**config.mk**
```make
export PLATFORM = sky130hd
export DESIGN_NAME = dual_stepper_phase_sequencer
export DESIGN_NICKNAME = d
export VERILOG_FILES = /design/src/sv/dsps_pkg.sv /design/src/sv/dsps_datapath.sv /design/src/sv/dsps_ctrl.sv /design/src/sv/dual_stepper_phase_sequencer.sv
export SDC_FILE = /design/constraint.sdc
export NUM_CORES = 1
export LEC_CHECK = 0
export ABC_AREA = 1
export BUFFER_PORTS_ARGS = -buffer_cell sky130_fd_sc_hd__buf_2
export CELL_PAD_IN_SITES_DETAIL_PLACEMENT = 0
export CELL_PAD_IN_SITES_GLOBAL_PLACEMENT = 1
export CORE_MARGIN = 1
export CORE_UTILIZATION = 49
export CTS_CLUSTER_DIAMETER = 100
export DETAILED_ROUTE_END_ITERATION = 7
export GPL_TIMING_DRIVEN = 1
export PLACE_DENSITY = 0.85
export SLEW_MARGIN = 10
export SYNTH_ARGS = -nofsm -noshare
export SYNTH_HDL_FRONTEND = slang
export SYNTH_HIERARCHICAL = 1
export SYNTH_SLANG_ARGS = --single-unit
export TNS_END_PERCENT = 50
```
**constraint.sdc**
```tcl
create_clock -name i_clk -period 6.41 [get_ports i_clk]
set_input_delay 0.641 -clock i_clk [delete_from_list [all_inputs] [get_ports i_clk]]
set_output_delay 0.641 -clock i_clk [all_outputs]
set_load 0.01 [all_outputs]
```
**src/sv/dsps_pkg.sv**
```systemverilog
`default_nettype none

package dsps_pkg;

    // Item kinds carried on the input channel.
    localparam logic [1:0] KIND_TICK  = 2'd0;
    localparam logic [1:0] KIND_START = 2'd1;
    localparam logic [1:0] KIND_STOP  = 2'd2;

    // Motor type codes held per channel.
    localparam logic [2:0] TYPE_WAVE    = 3'd1;
    localparam logic [2:0] TYPE_FULL    = 3'd2;
    localparam logic [2:0] TYPE_HALF    = 3'd3;
    localparam logic [2:0] TYPE_BIPOLAR = 3'd4;

    // Configuration register indexes.
    localparam logic [2:0] CFG_TYPE_CH0   = 3'd0;
    localparam logic [2:0] CFG_TYPE_CH1   = 3'd1;
    localparam logic [2:0] CFG_STEPS_REV1 = 3'd2;
    localparam logic [2:0] CFG_STEPS_REV2 = 3'd3;
    localparam logic [2:0] CFG_STEPS_REV3 = 3'd4;
    localparam logic [2:0] CFG_STEPS_REV4 = 3'd5;

    // Phase markers: the "before the first entry" value, the last entries and the entries one past the end.
    localparam logic [3:0] PHASE_BEFORE    = 4'd15;
    localparam logic [3:0] PHASE_LAST_FULL = 4'd3;
    localparam logic [3:0] PHASE_LAST_HALF = 4'd7;
    localparam logic [3:0] PHASE_END_FULL  = 4'd4;
    localparam logic [3:0] PHASE_END_HALF  = 4'd8;

    // Widths of the speed divisor, steps per revolution, tick interval and step count.
    localparam int SPEED_W = 8;
    localparam int SREV_W  = 16;
    localparam int IVL_W   = 20;
    localparam int CNT_W   = 32;

    // Coil patterns, first coil in bit 3.
    localparam logic [3:0] PAT_WAVE [4] = '{4'h1, 4'h2, 4'h4, 4'h8};
    localparam logic [3:0] PAT_FULL [4] = '{4'h9, 4'h3, 4'h6, 4'hC};
    localparam logic [3:0] PAT_HALF [8] = '{4'h9, 4'h1, 4'h3, 4'h2,
                                            4'h6, 4'h4, 4'hC, 4'h8};
    localparam logic [3:0] PAT_BIP  [4] = '{4'hA, 4'h6, 4'h5, 4'h9};

    // Commands from the controller to the datapath.
    typedef struct packed {
        logic capture;
        logic div_load1;
        logic div_load2;
        logic div_step;
        logic exec;
        logic publish;
    } t_cmd;

    // Status from the datapath to the controller.
    typedef struct packed {
        logic needs_div;
    } t_sts;

    // A stepper type has an interval computed on start.
    function automatic logic f_is_stepper(input logic [2:0] typ);
        return (typ >= TYPE_WAVE) && (typ <= TYPE_BIPOLAR);
    endfunction

    // Coil pattern for a phase; outside the table the coils keep their value.
    function automatic logic [3:0] f_pattern(input logic [2:0] typ,
                                             input logic [3:0] ph,
                                             input logic [3:0] cur);
        logic [3:0] res;
        res = cur;
        case (typ)
            TYPE_WAVE:    if (ph < PHASE_END_FULL) res = PAT_WAVE[ph[1:0]];
            TYPE_FULL:    if (ph < PHASE_END_FULL) res = PAT_FULL[ph[1:0]];
            TYPE_BIPOLAR: if (ph < PHASE_END_FULL) res = PAT_BIP[ph[1:0]];
            TYPE_HALF:    if (ph < PHASE_END_HALF) res = PAT_HALF[ph[2:0]];
            default:      res = cur;
        endcase
        return res;
    endfunction

endpackage

`default_nettype wire

```
**src/sv/dsps_datapath.sv**
```systemverilog
`default_nettype none

module dsps_datapath #(
    parameter int unsigned TICKS_NUMERATOR = 600000
) (
    input  wire logic                 i_clk,
    input  wire logic                 i_rst_n,
    input  wire logic                 i_cfg_we,
    input  wire logic [2:0]           i_cfg_index,
    input  wire logic [15:0]          i_cfg_data,
    input  wire logic [1:0]           i_kind,
    input  wire logic                 i_channel,
    input  wire logic [31:0]          i_step_count,
    input  wire logic [7:0]           i_speed,
    input  wire logic                 i_clockwise,
    input  wire dsps_pkg::t_cmd       i_cmd,
    output dsps_pkg::t_sts            o_sts,
    output logic [3:0]                o_coils_ch0,
    output logic                      o_enable_ch0,
    output logic [3:0]                o_coils_ch1,
    output logic                      o_enable_ch1,
    output logic [31:0]               o_remaining_ch0,
    output logic [31:0]               o_remaining_ch1
);
    import dsps_pkg::*;

    localparam int NUM_W = $clog2(TICKS_NUMERATOR + 1);

    typedef struct packed {
        logic [CNT_W-1:0] remaining;
        logic [IVL_W-1:0] reload;
        logic [IVL_W-1:0] count;
        logic [3:0]       phase;
        logic             dir;
        logic [3:0]       coils;
        logic             en;
    } t_chan;

    // One tick on one channel: count down, and step the phase on expiry.
    function automatic t_chan f_tick(input t_chan s, input logic [2:0] typ);
        t_chan      n;
        logic [3:0] last;
        logic [3:0] p;
        n    = s;
        last = (typ == TYPE_HALF) ? PHASE_LAST_HALF : PHASE_LAST_FULL;
        p    = (s.phase == PHASE_BEFORE) ? 4'd0 : s.phase + 4'd1;
        if (s.remaining != '0) begin
            n.count = s.count - IVL_W'(1);
            if (n.count == '0) begin
                n.count = s.reload;
                if (s.dir) begin
                    n.phase = (p > last) ? 4'd0 : p;
                end else begin
                    n.phase = (s.phase == 4'd0 || s.phase == PHASE_BEFORE) ?
                              last : s.phase - 4'd1;
                end
                n.coils     = f_pattern(typ, n.phase, s.coils);
                n.remaining = s.remaining - CNT_W'(1);
                if (n.remaining == '0) begin
                    n.coils = 4'd0;
                    n.en    = 1'b0;
                end
            end
        end
        return n;
    endfunction

    // Configuration registers.
    logic [2:0]        r_type      [2];
    logic [SREV_W-1:0] r_steps_rev [4];

    // Captured item operands.
    logic [1:0]         r_op_kind;
    logic               r_op_ch;
    logic [CNT_W-1:0]   r_op_count;
    logic [SPEED_W-1:0] r_op_speed;
    logic               r_op_cw;

    // Shared serial divider.
    logic [NUM_W-1:0]  r_div_q;
    logic [NUM_W-1:0]  n_div_q;
    logic [SREV_W-1:0] r_div_rem;
    logic [SREV_W-1:0] n_div_rem;
    logic [SREV_W-1:0] r_div_den;
    logic [SREV_W-1:0] n_div_den;
    logic [SREV_W:0]   div_sh;
    logic [SREV_W:0]   div_diff;
    logic              div_bit;

    // Channel state.
    t_chan r_chan [2];
    t_chan n_chan [2];

    logic [2:0]        in_type;
    logic [2:0]        sr_sel;
    logic [SREV_W-1:0] sr_raw;
    logic [SPEED_W-1:0] sp_eff;
    logic [IVL_W-1:0]  div_ivl;
    logic [2:0]        op_type;

    // The start item needs the divider when the channel has a stepper type.
    assign in_type         = r_type[i_channel];
    assign o_sts.needs_div = (i_kind == KIND_START) && f_is_stepper(in_type);

    // Steps per revolution for the addressed type; zero is taken as one.
    assign sr_sel = in_type - 3'd1;
    assign sr_raw = r_steps_rev[sr_sel[1:0]];
    assign sp_eff = (r_op_speed == '0) ? SPEED_W'(1) : r_op_speed;

    // One restoring step per cycle while a division step is commanded.
    assign div_sh   = {r_div_rem, r_div_q[NUM_W-1]};
    assign div_diff = div_sh - {1'b0, r_div_den};
    assign div_bit  = (div_sh >= {1'b0, r_div_den});

    always_comb begin
        n_div_q   = r_div_q;
        n_div_rem = r_div_rem;
        n_div_den = r_div_den;
        if (i_cmd.div_load1) begin
            n_div_q   = NUM_W'(TICKS_NUMERATOR);
            n_div_rem = '0;
            n_div_den = (sr_raw == '0) ? SREV_W'(1) : sr_raw;
        end else if (i_cmd.div_load2) begin
            n_div_rem = '0;
            n_div_den = SREV_W'(sp_eff);
        end else if (i_cmd.div_step) begin
            n_div_rem = div_bit ? div_diff[SREV_W-1:0] : div_sh[SREV_W-1:0];
            n_div_q   = {r_div_q[NUM_W-2:0], div_bit};
        end
    end

    // Interval from the quotient, clamped to at least one.
    assign div_ivl = (r_div_q == '0) ? IVL_W'(1) : IVL_W'(r_div_q);
    assign op_type = r_type[r_op_ch];

    // Apply the captured item to the channel state.
    always_comb begin
        n_chan[0] = r_chan[0];
        n_chan[1] = r_chan[1];
        if (i_cmd.exec) begin
            unique case (r_op_kind)
                KIND_TICK: begin
                    n_chan[0] = f_tick(r_chan[0], r_type[0]);
                    n_chan[1] = f_tick(r_chan[1], r_type[1]);
                end
                KIND_START: begin
                    if (f_is_stepper(op_type)) begin
                        n_chan[r_op_ch].reload = div_ivl;
                        n_chan[r_op_ch].count  = div_ivl;
                    end else begin
                        n_chan[r_op_ch].count = r_chan[r_op_ch].reload;
                    end
                    n_chan[r_op_ch].dir = r_op_cw;
                    if (r_op_cw) begin
                        n_chan[r_op_ch].phase = PHASE_BEFORE;
                    end else begin
                        n_chan[r_op_ch].phase = (op_type == TYPE_HALF) ?
                                                PHASE_END_HALF : PHASE_END_FULL;
                    end
                    n_chan[r_op_ch].en        = 1'b1;
                    n_chan[r_op_ch].remaining = r_op_count;
                end
                KIND_STOP: begin
                    n_chan[r_op_ch].remaining = '0;
                end
                default: begin
                    n_chan[0] = r_chan[0];
                end
            endcase
        end
    end

    // Configuration and channel state registers.
    always_ff @(posedge i_clk) begin
        if (!i_rst_n) begin
            r_type[0]      <= TYPE_WAVE;
            r_type[1]      <= TYPE_WAVE;
            r_steps_rev[0] <= 16'd2048;
            r_steps_rev[1] <= 16'd2048;
            r_steps_rev[2] <= 16'd4096;
            r_steps_rev[3] <= 16'd200;
            r_chan[0]      <= '0;
            r_chan[1]      <= '0;
        end else begin
            if (i_cfg_we) begin
                unique case (i_cfg_index)
                    CFG_TYPE_CH0:   r_type[0]      <= i_cfg_data[2:0];
                    CFG_TYPE_CH1:   r_type[1]      <= i_cfg_data[2:0];
                    CFG_STEPS_REV1: r_steps_rev[0] <= i_cfg_data;
                    CFG_STEPS_REV2: r_steps_rev[1] <= i_cfg_data;
                    CFG_STEPS_REV3: r_steps_rev[2] <= i_cfg_data;
                    CFG_STEPS_REV4: r_steps_rev[3] <= i_cfg_data;
                    default:        r_type[0]      <= r_type[0];
                endcase
            end
            r_chan[0] <= n_chan[0];
            r_chan[1] <= n_chan[1];
        end
    end

    // Operand capture, divider and result beat registers.
    always_ff @(posedge i_clk) begin
        r_div_q   <= n_div_q;
        r_div_rem <= n_div_rem;
        r_div_den <= n_div_den;
        if (i_cmd.capture) begin
            r_op_kind  <= i_kind;
            r_op_ch    <= i_channel;
            r_op_count <= i_step_count;
            r_op_speed <= i_speed;
            r_op_cw    <= i_clockwise;
        end
        if (i_cmd.publish) begin
            o_coils_ch0     <= r_chan[0].coils;
            o_enable_ch0    <= r_chan[0].en;
            o_coils_ch1     <= r_chan[1].coils;
            o_enable_ch1    <= r_chan[1].en;
            o_remaining_ch0 <= r_chan[0].remaining;
            o_remaining_ch1 <= r_chan[1].remaining;
        end
    end

    // After the tick that finishes channel 0's last step, channel 0 drives no
    // coil and its enable is low.
    property p_done_coils_clear;
        @(posedge i_clk) disable iff (!i_rst_n)
        (i_cmd.exec && r_op_kind == KIND_TICK && r_chan[0].remaining == CNT_W'(1)
         && r_chan[0].count == IVL_W'(1))
        |=> (r_chan[0].coils == 4'd0 && !r_chan[0].en);
    endproperty
    a_done_coils_clear: assert property (p_done_coils_clear)
        else $error("channel 0 finished but coils or enable still set");

    // The divider is never loaded and stepped in the same cycle.
    a_div_cmd_excl: assert property (@(posedge i_clk) disable iff (!i_rst_n)
        !(i_cmd.div_step && (i_cmd.div_load1 || i_cmd.div_load2)))
        else $error("divider load and step together");

    // A divisor loaded into the divider is never zero.
    a_div_den_nz: assert property (@(posedge i_clk) disable iff (!i_rst_n)
        (i_cmd.div_load1 || i_cmd.div_load2) |=> (r_div_den != '0))
        else $error("divider loaded with a zero divisor");

endmodule

`default_nettype wire

```
**src/sv/dsps_ctrl.sv**
```systemverilog
`default_nettype none

module dsps_ctrl #(
    parameter int unsigned TICKS_NUMERATOR = 600000
) (
    input  wire logic           i_clk,
    input  wire logic           i_rst_n,
    input  wire logic           i_in_valid,
    output logic                o_in_stall,
    output logic                o_out_valid,
    input  wire logic           i_out_stall,
    input  wire dsps_pkg::t_sts i_sts,
    output dsps_pkg::t_cmd      o_cmd
);
    import dsps_pkg::*;

    localparam int NUM_W  = $clog2(TICKS_NUMERATOR + 1);
    localparam int STEP_W = $clog2(NUM_W);

    typedef enum logic [2:0] {
        ST_IDLE,
        ST_DIV1,
        ST_LOAD2,
        ST_DIV2,
        ST_EXEC,
        ST_PUB
    } t_state;

    t_state            r_state;
    t_state            n_state;
    logic [STEP_W-1:0] r_step;
    logic [STEP_W-1:0] n_step;
    logic              n_out_valid;
    logic              accept;
    logic              out_free;

    assign o_in_stall = (r_state != ST_IDLE);
    assign accept     = i_in_valid && (r_state == ST_IDLE);
    assign out_free   = !o_out_valid || !i_out_stall;

    // Commands to the datapath.
    always_comb begin
        o_cmd.capture   = accept;
        o_cmd.div_load1 = accept && i_sts.needs_div;
        o_cmd.div_load2 = (r_state == ST_LOAD2);
        o_cmd.div_step  = (r_state == ST_DIV1) || (r_state == ST_DIV2);
        o_cmd.exec      = (r_state == ST_EXEC);
        o_cmd.publish   = (r_state == ST_PUB) && out_free;
    end

    // Next state and step counter.
    always_comb begin
        n_state = r_state;
        n_step  = r_step;
        unique case (r_state)
            ST_IDLE: begin
                if (accept) begin
                    n_state = i_sts.needs_div ? ST_DIV1 : ST_EXEC;
                    n_step  = STEP_W'(NUM_W - 1);
                end
            end
            ST_DIV1: begin
                n_step = r_step - STEP_W'(1);
                if (r_step == '0) begin
                    n_state = ST_LOAD2;
                end
            end
            ST_LOAD2: begin
                n_state = ST_DIV2;
                n_step  = STEP_W'(NUM_W - 1);
            end
            ST_DIV2: begin
                n_step = r_step - STEP_W'(1);
                if (r_step == '0) begin
                    n_state = ST_EXEC;
                end
            end
            ST_EXEC: n_state = ST_PUB;
            ST_PUB: begin
                if (out_free) begin
                    n_state = ST_IDLE;
                end
            end
            default: n_state = ST_IDLE;
        endcase
    end

    // Result beat valid: set on publish, cleared once taken.
    always_comb begin
        n_out_valid = o_out_valid;
        if (o_cmd.publish) begin
            n_out_valid = 1'b1;
        end else if (o_out_valid && !i_out_stall) begin
            n_out_valid = 1'b0;
        end
    end

    always_ff @(posedge i_clk) begin
        if (!i_rst_n) begin
            r_state     <= ST_IDLE;
            r_step      <= '0;
            o_out_valid <= 1'b0;
        end else begin
            r_state     <= n_state;
            r_step      <= n_step;
            o_out_valid <= n_out_valid;
        end
    end

    // A result beat appears only out of the publish state.
    a_valid_from_pub: assert property (@(posedge i_clk) disable iff (!i_rst_n)
        $rose(o_out_valid) |-> ($past(r_state) == ST_PUB))
        else $error("result beat raised outside publish");

    // Publishing never overwrites a beat that is still stalled.
    a_no_overwrite: assert property (@(posedge i_clk) disable iff (!i_rst_n)
        o_cmd.publish |-> (!o_out_valid || !i_out_stall))
        else $error("result beat overwritten while stalled");

    // The second division starts only after the first has run out.
    a_load2_after_div1: assert property (@(posedge i_clk) disable iff (!i_rst_n)
        (r_state == ST_LOAD2) |-> ($past(r_state) == ST_DIV1 && $past(r_step) == '0))
        else $error("second division loaded early");

    // An accepted beat always moves the controller out of idle.
    a_accept_leaves_idle: assert property (@(posedge i_clk) disable iff (!i_rst_n)
        accept |=> (r_state != ST_IDLE))
        else $error("accepted beat left controller idle");

endmodule

`default_nettype wire

```
**src/sv/dual_stepper_phase_sequencer.sv**
```systemverilog
`default_nettype none

// Two-channel stepper phase sequencer. Each input beat (tick, start or stop)
// produces exactly one result beat carrying both channels' coil drive, enable
// and remaining step count after the beat. A tick, a stop, or a start on a
// channel whose type is not a stepper passes through the execute and publish
// states to the result beat. A start on a stepper type computes its tick
// interval as TICKS_NUMERATOR / steps-per-revolution / speed with one shared
// restoring divider that yields one quotient bit per cycle, one bit for each
// bit of TICKS_NUMERATOR in each of the two divisions.
// Only one beat is in work at a time; the result sits in an output register,
// so the next input beat is taken while a result still waits to be read.
// Configuration writes are taken at any time but are meant for an idle block.
module dual_stepper_phase_sequencer #(
    parameter int unsigned TICKS_NUMERATOR = 600000
) (
    input  wire logic        i_clk,
    input  wire logic        i_rst_n,
    input  wire logic        i_cfg_we,
    input  wire logic [2:0]  i_cfg_index,
    input  wire logic [15:0] i_cfg_data,
    input  wire logic        i_in_valid,
    output logic             o_in_stall,
    input  wire logic [1:0]  i_kind,
    input  wire logic        i_channel,
    input  wire logic [31:0] i_step_count,
    input  wire logic [7:0]  i_speed,
    input  wire logic        i_clockwise,
    output logic             o_out_valid,
    input  wire logic        i_out_stall,
    output logic [3:0]       o_coils_ch0,
    output logic             o_enable_ch0,
    output logic [3:0]       o_coils_ch1,
    output logic             o_enable_ch1,
    output logic [31:0]      o_remaining_ch0,
    output logic [31:0]      o_remaining_ch1
);
    import dsps_pkg::*;

    t_cmd cmd;
    t_sts sts;

    // Sequencing of item work and result beats.
    dsps_ctrl #(
        .TICKS_NUMERATOR (TICKS_NUMERATOR)
    ) u_ctrl (
        .i_clk       (i_clk),
        .i_rst_n     (i_rst_n),
        .i_in_valid  (i_in_valid),
        .o_in_stall  (o_in_stall),
        .o_out_valid (o_out_valid),
        .i_out_stall (i_out_stall),
        .i_sts       (sts),
        .o_cmd       (cmd)
    );

    // Channel state, configuration, divider and result registers.
    dsps_datapath #(
        .TICKS_NUMERATOR (TICKS_NUMERATOR)
    ) u_datapath (
        .i_clk           (i_clk),
        .i_rst_n         (i_rst_n),
        .i_cfg_we        (i_cfg_we),
        .i_cfg_index     (i_cfg_index),
        .i_cfg_data      (i_cfg_data),
        .i_kind          (i_kind),
        .i_channel       (i_channel),
        .i_step_count    (i_step_count),
        .i_speed         (i_speed),
        .i_clockwise     (i_clockwise),
        .i_cmd           (cmd),
        .o_sts           (sts),
        .o_coils_ch0     (o_coils_ch0),
        .o_enable_ch0    (o_enable_ch0),
        .o_coils_ch1     (o_coils_ch1),
        .o_enable_ch1    (o_enable_ch1),
        .o_remaining_ch0 (o_remaining_ch0),
        .o_remaining_ch1 (o_remaining_ch1)
    );

endmodule

`default_nettype wire
```
==> results.txt <==
----------------------------------------------------
[Logic synthesis]
  Area fraction of the dominant cell type after synthesis ... 25.85%
  Most instantiated library cell after synthesis ... nand2_1
  Most used standard cells in the synthesized netlist ... nand2_1 (664), nor2_1 (424), inv_1 (371)
  Async SR Flop Fraction ... 0%
  Total standard cell area after synthesis ... 23690 sq um
  Xor and xnor fraction of the mapped netlist area ... 2.329%
  Portion of the post-synthesis area used by sequential elements ... 43.60%
  Leading area contributor after synthesis ... edfxtp_1
  Cells after Synth ... 3191
  Area share of and/or/nand/nor cells after synthesis ... 23.86%
  Count of unique library cells instantiated by Yosys ... 53
  Main flop type after synthesis ... dfxtp_1
  Main combinational cell family by area after synthesis ... simple AND/OR/NAND/NOR gates
  Synthesized Nets ... 3310
  Flop and latch count out of synthesis ... 414
  Syn Area/Cell ... 7.425 sq um
  Share of the synthesized area in compound gates (AO/OA/AOI/OAI) ... 18.95%
  Largest cells by area after synthesis ... edfxtp_1 (26%), dfxtp_1 (18%), nand2_1 (11%)
  Mux contribution to synthesized area ... 0%
  Post-synthesis share of cell area spent on full adders, half adders and majority gates ... 2.725%
  Warning count from the yosys run ... 6
  Number of synthesized flops with an enable pin ... 204

[Power]
  Power share of the sequential group ... 26.9%
  Total power per unit cell area ... 556.8 nW/um^2
  Internal portion of total power ... 7584 uW
  Fraction of power consumed by combinational cells ... 53.1%
  Cell leakage power ... 0.01101 uW
  Switching power share of the total ... 48.53%
  Worst vdd ir ... 0.2533 mV
  Clock network fraction of design power ... 19.9%
  Sw power ... 7151 uW

[Setup path]
  Max FO, Critical Path ... 34
  Critical path launch point type ... flop
  Crit Path Category ... flop to flop
  Worst Path Arrival ... 5.01 ns
  Worst setup EP type ... flop
  Data required time of the critical path ... 6.86 ns

[Drt]
  Number of nets with antenna violations after detailed routing ... 0
  Wire length per cell ... 19.17 um
  First-pass iteration count of the detailed router ... 6
  Post-Route WL ... 75.05 mm
  Routed vias/inst ... 5.730
  DRC Markers ... 0
  Routed vias ... 22440
  Detailed router's first-iteration violation count ... 1806

[Cells and area]
  Post-layout instance count excluding filler cells ... 3916
  Fraction of the core area covered by cells at the end of the flow ... 55.43%
  Number of nets in the layout ... 3381
  Share of layout cells above drive strength 1 ... 9.303%
  Final-layout fill cell count ... 4570
  Layout area overhead ... 11.70%

[Global routing]
  Maximum number of pins on one net before global-route repair ... 84
  Number of antenna violations at the first check in global routing ... 1
  Number of global-route vias before repair ... 21350
  Total routing resource utilization after global routing ... 30.09%
  Wire length of the first global-routing pass ... 117.5 mm
  Grt ovf ... 0

[Floorplan]
  Die width ... 221.9 um
  Area of the die ... 49240 sq um
  Number of top-level pins ... 144
  Number of rows in the core area ... 80
  Core footprint ... 47750 sq um
  Chip height ... 221.9 um
  Initial Util ... 49.63%

[CTS]
  Number of buffers inserted by hold repair at cts ... 0
  Worst-case clock buffer depth ... 3
  Number of buffers inserted to repair setup after CTS ... 0
  Number of sinks on the clock net ... 414
  CTS clock-pin slew for the worst setup and hold paths ... 0.06 ns
  H-tree depth reported by CTS ... 2
  Worst-skew pair later-pin latency ... 0.60 ns
  Resized cells post-CTS ... 0
  Cts bufs inserted ... 46
  Clock tree from TritonCTS ... yes
  CTS Root Buffer Type ... clkbuf_16

[STA]
  Unrepaired setup endpoints after global routing ... false
  Final slew viol count ... 0
  Final Hold Viols ... 0
  Peak Freq ... 219.2 MHz
  Measured slew at the worst slew-check pin ... 1.165 ns
  Setup skew after layout ... 0.02043 ns
  Worst rel slew slack ... 22.22%
  Total Negative Setup Slacks ... 0 ns
  Post-layout minimum cycle time ... 4.561 ns
  Period utilisation layout ... 71.16%
  Setup-failing EPs final ... 0

[Place]
  Total instance count after detailed placement ... 3829
  HPWL reported at the end of detailed placement ... 53.29 mm
  Placer Congestion ... 0.9206
  Count of buffers from port buffering ... 143

[Worst hold path]
  Class of the tightest hold or removal check ... primary input to flop

[Flow run]
  Maximum capacitance violations ... 0

[Status]
  Status ... complete, no violations

----------------------------------------------------
## per-layer routing
metal	wire length (um)	global-route usage (%)
met4	3419	13.75
met5	0	0
met1	32250	39.11
met2	35680	50.49
met3	3702	3.207
## metrics by stage
| step | cell area, sq um | hold slack, ns | power [uW] | setup slack [ns] |
|---|---|---|---|---|
| final | 26470 | 0.2145 | 14730 | 1.849 |
| after global routing | 26470 | 0.1933 | 15950 | 1.255 |
| after CTS | 26460 | 0.1887 | 14660 | 1.869 |
| after detailed placement | 24770 | 0.4515 | 11670 | 1.675 |
| after global placement | 24770 | 0.4483 | 11610 | 1.978 |
| after floorplan | 23690 | 0.4025 | 9560 | 2.690 |
## flip-flops by register name, indices dropped and copies added (netlist names), named ones only
register                    flops
u_datapath/o_remaining_ch1     32
u_datapath/r_op_kind            2
u_datapath/r_steps_rev         64
u_ctrl/r_step                   5
u_datapath/r_type               6
u_datapath/o_enable_ch0         1
u_datapath/o_coils_ch1          4
u_datapath/r_op_speed           8
u_datapath/o_enable_ch1         1
u_datapath/r_div_rem           16
u_datapath/o_remaining_ch0     32
u_datapath/r_op_ch              1
u_datapath/r_chan             164
u_ctrl/r_state                  3
u_datapath/r_div_den           16
u_datapath/r_div_q             20
u_ctrl/o_out_valid              1
u_datapath/r_op_count          32
u_datapath/r_op_cw              1
u_datapath/o_coils_ch0          4
## power groups by stage
stage,combinational [uW],clock [uW],sequential (uW)
finish,7830,2940,3970
global route,8830,3100,4020
CTS,7710,2990,3950
detailed placement,7660,0,4010
global placement,7610,0,4000
floorplan,5790,0,3770
## cell type report
type / instances / area, sq um / area share (%)
clock inverter: 35 / 514.2 / 1.943
antenna: 1 / 2.502 / 0.009455
sequential: 414 / 10330 / 39.03
inverter: 381 / 1434 / 5.418
clock buffer: 51 / 1180 / 4.458
multi-input combinational: 2256 / 11370 / 42.96
tap: 615 / 769.5 / 2.908
timing repair buffer: 163 / 865.8 / 3.272
## worst max-delay path, stage by stage (launching register included)
cell and delay (ns):
edfxtp_1 0.48, inv_1 0.15, o21ai_2 0.06, buf_4 0.23, inv_1 0.77, ha_1 0.28, nor2_1 0.06, nor4b_1 0.57
nor3b_1 0.57, inv_1 0.57, a21oi_1 0.34, inv_1 0.16, nor2_1 0.14
## logic make-up after synthesis
kind of cell | after synthesis
XOR/XNOR | 63
flip-flops | 414
adder cells (fa/ha/maj) | 51
AND/OR/NAND/NOR | 1356
buffers and inverters | 521
AO/OA/AOI/OAI | 786
## final timing paths
path	start	to	slack [ns]	cells past startpoint
min	i_speed[4]	u_datapath/r_op_speed[4]	0.21	1
max reg2reg	u_datapath/r_type[0][0]	u_datapath/r_div_den[13]	1.85	12
min reg2reg	u_datapath/r_chan[1][1]	u_datapath/o_coils_ch1[0]	0.47	0
max	u_datapath/r_type[0][0]	u_datapath/r_div_den[13]	1.85	12
## cell usage in the layout, fill, tap and decap left out, types with 44 or more instances in the layout
cell	synthesis	routed
xor2_1	52	52
inv_1	371	369
buf_2	17	143
ha_1	50	50
nand4_1	44	44
dfxtp_1	210	210
nand2_1	664	663
clkbuf_16	0	46
o22ai_1	70	70
nand3_1	138	138
nor2_1	424	421
a21oi_1	246	246
edfxtp_1	204	204
o21ai_0	293	293
(Power assumes the default switching activity.)
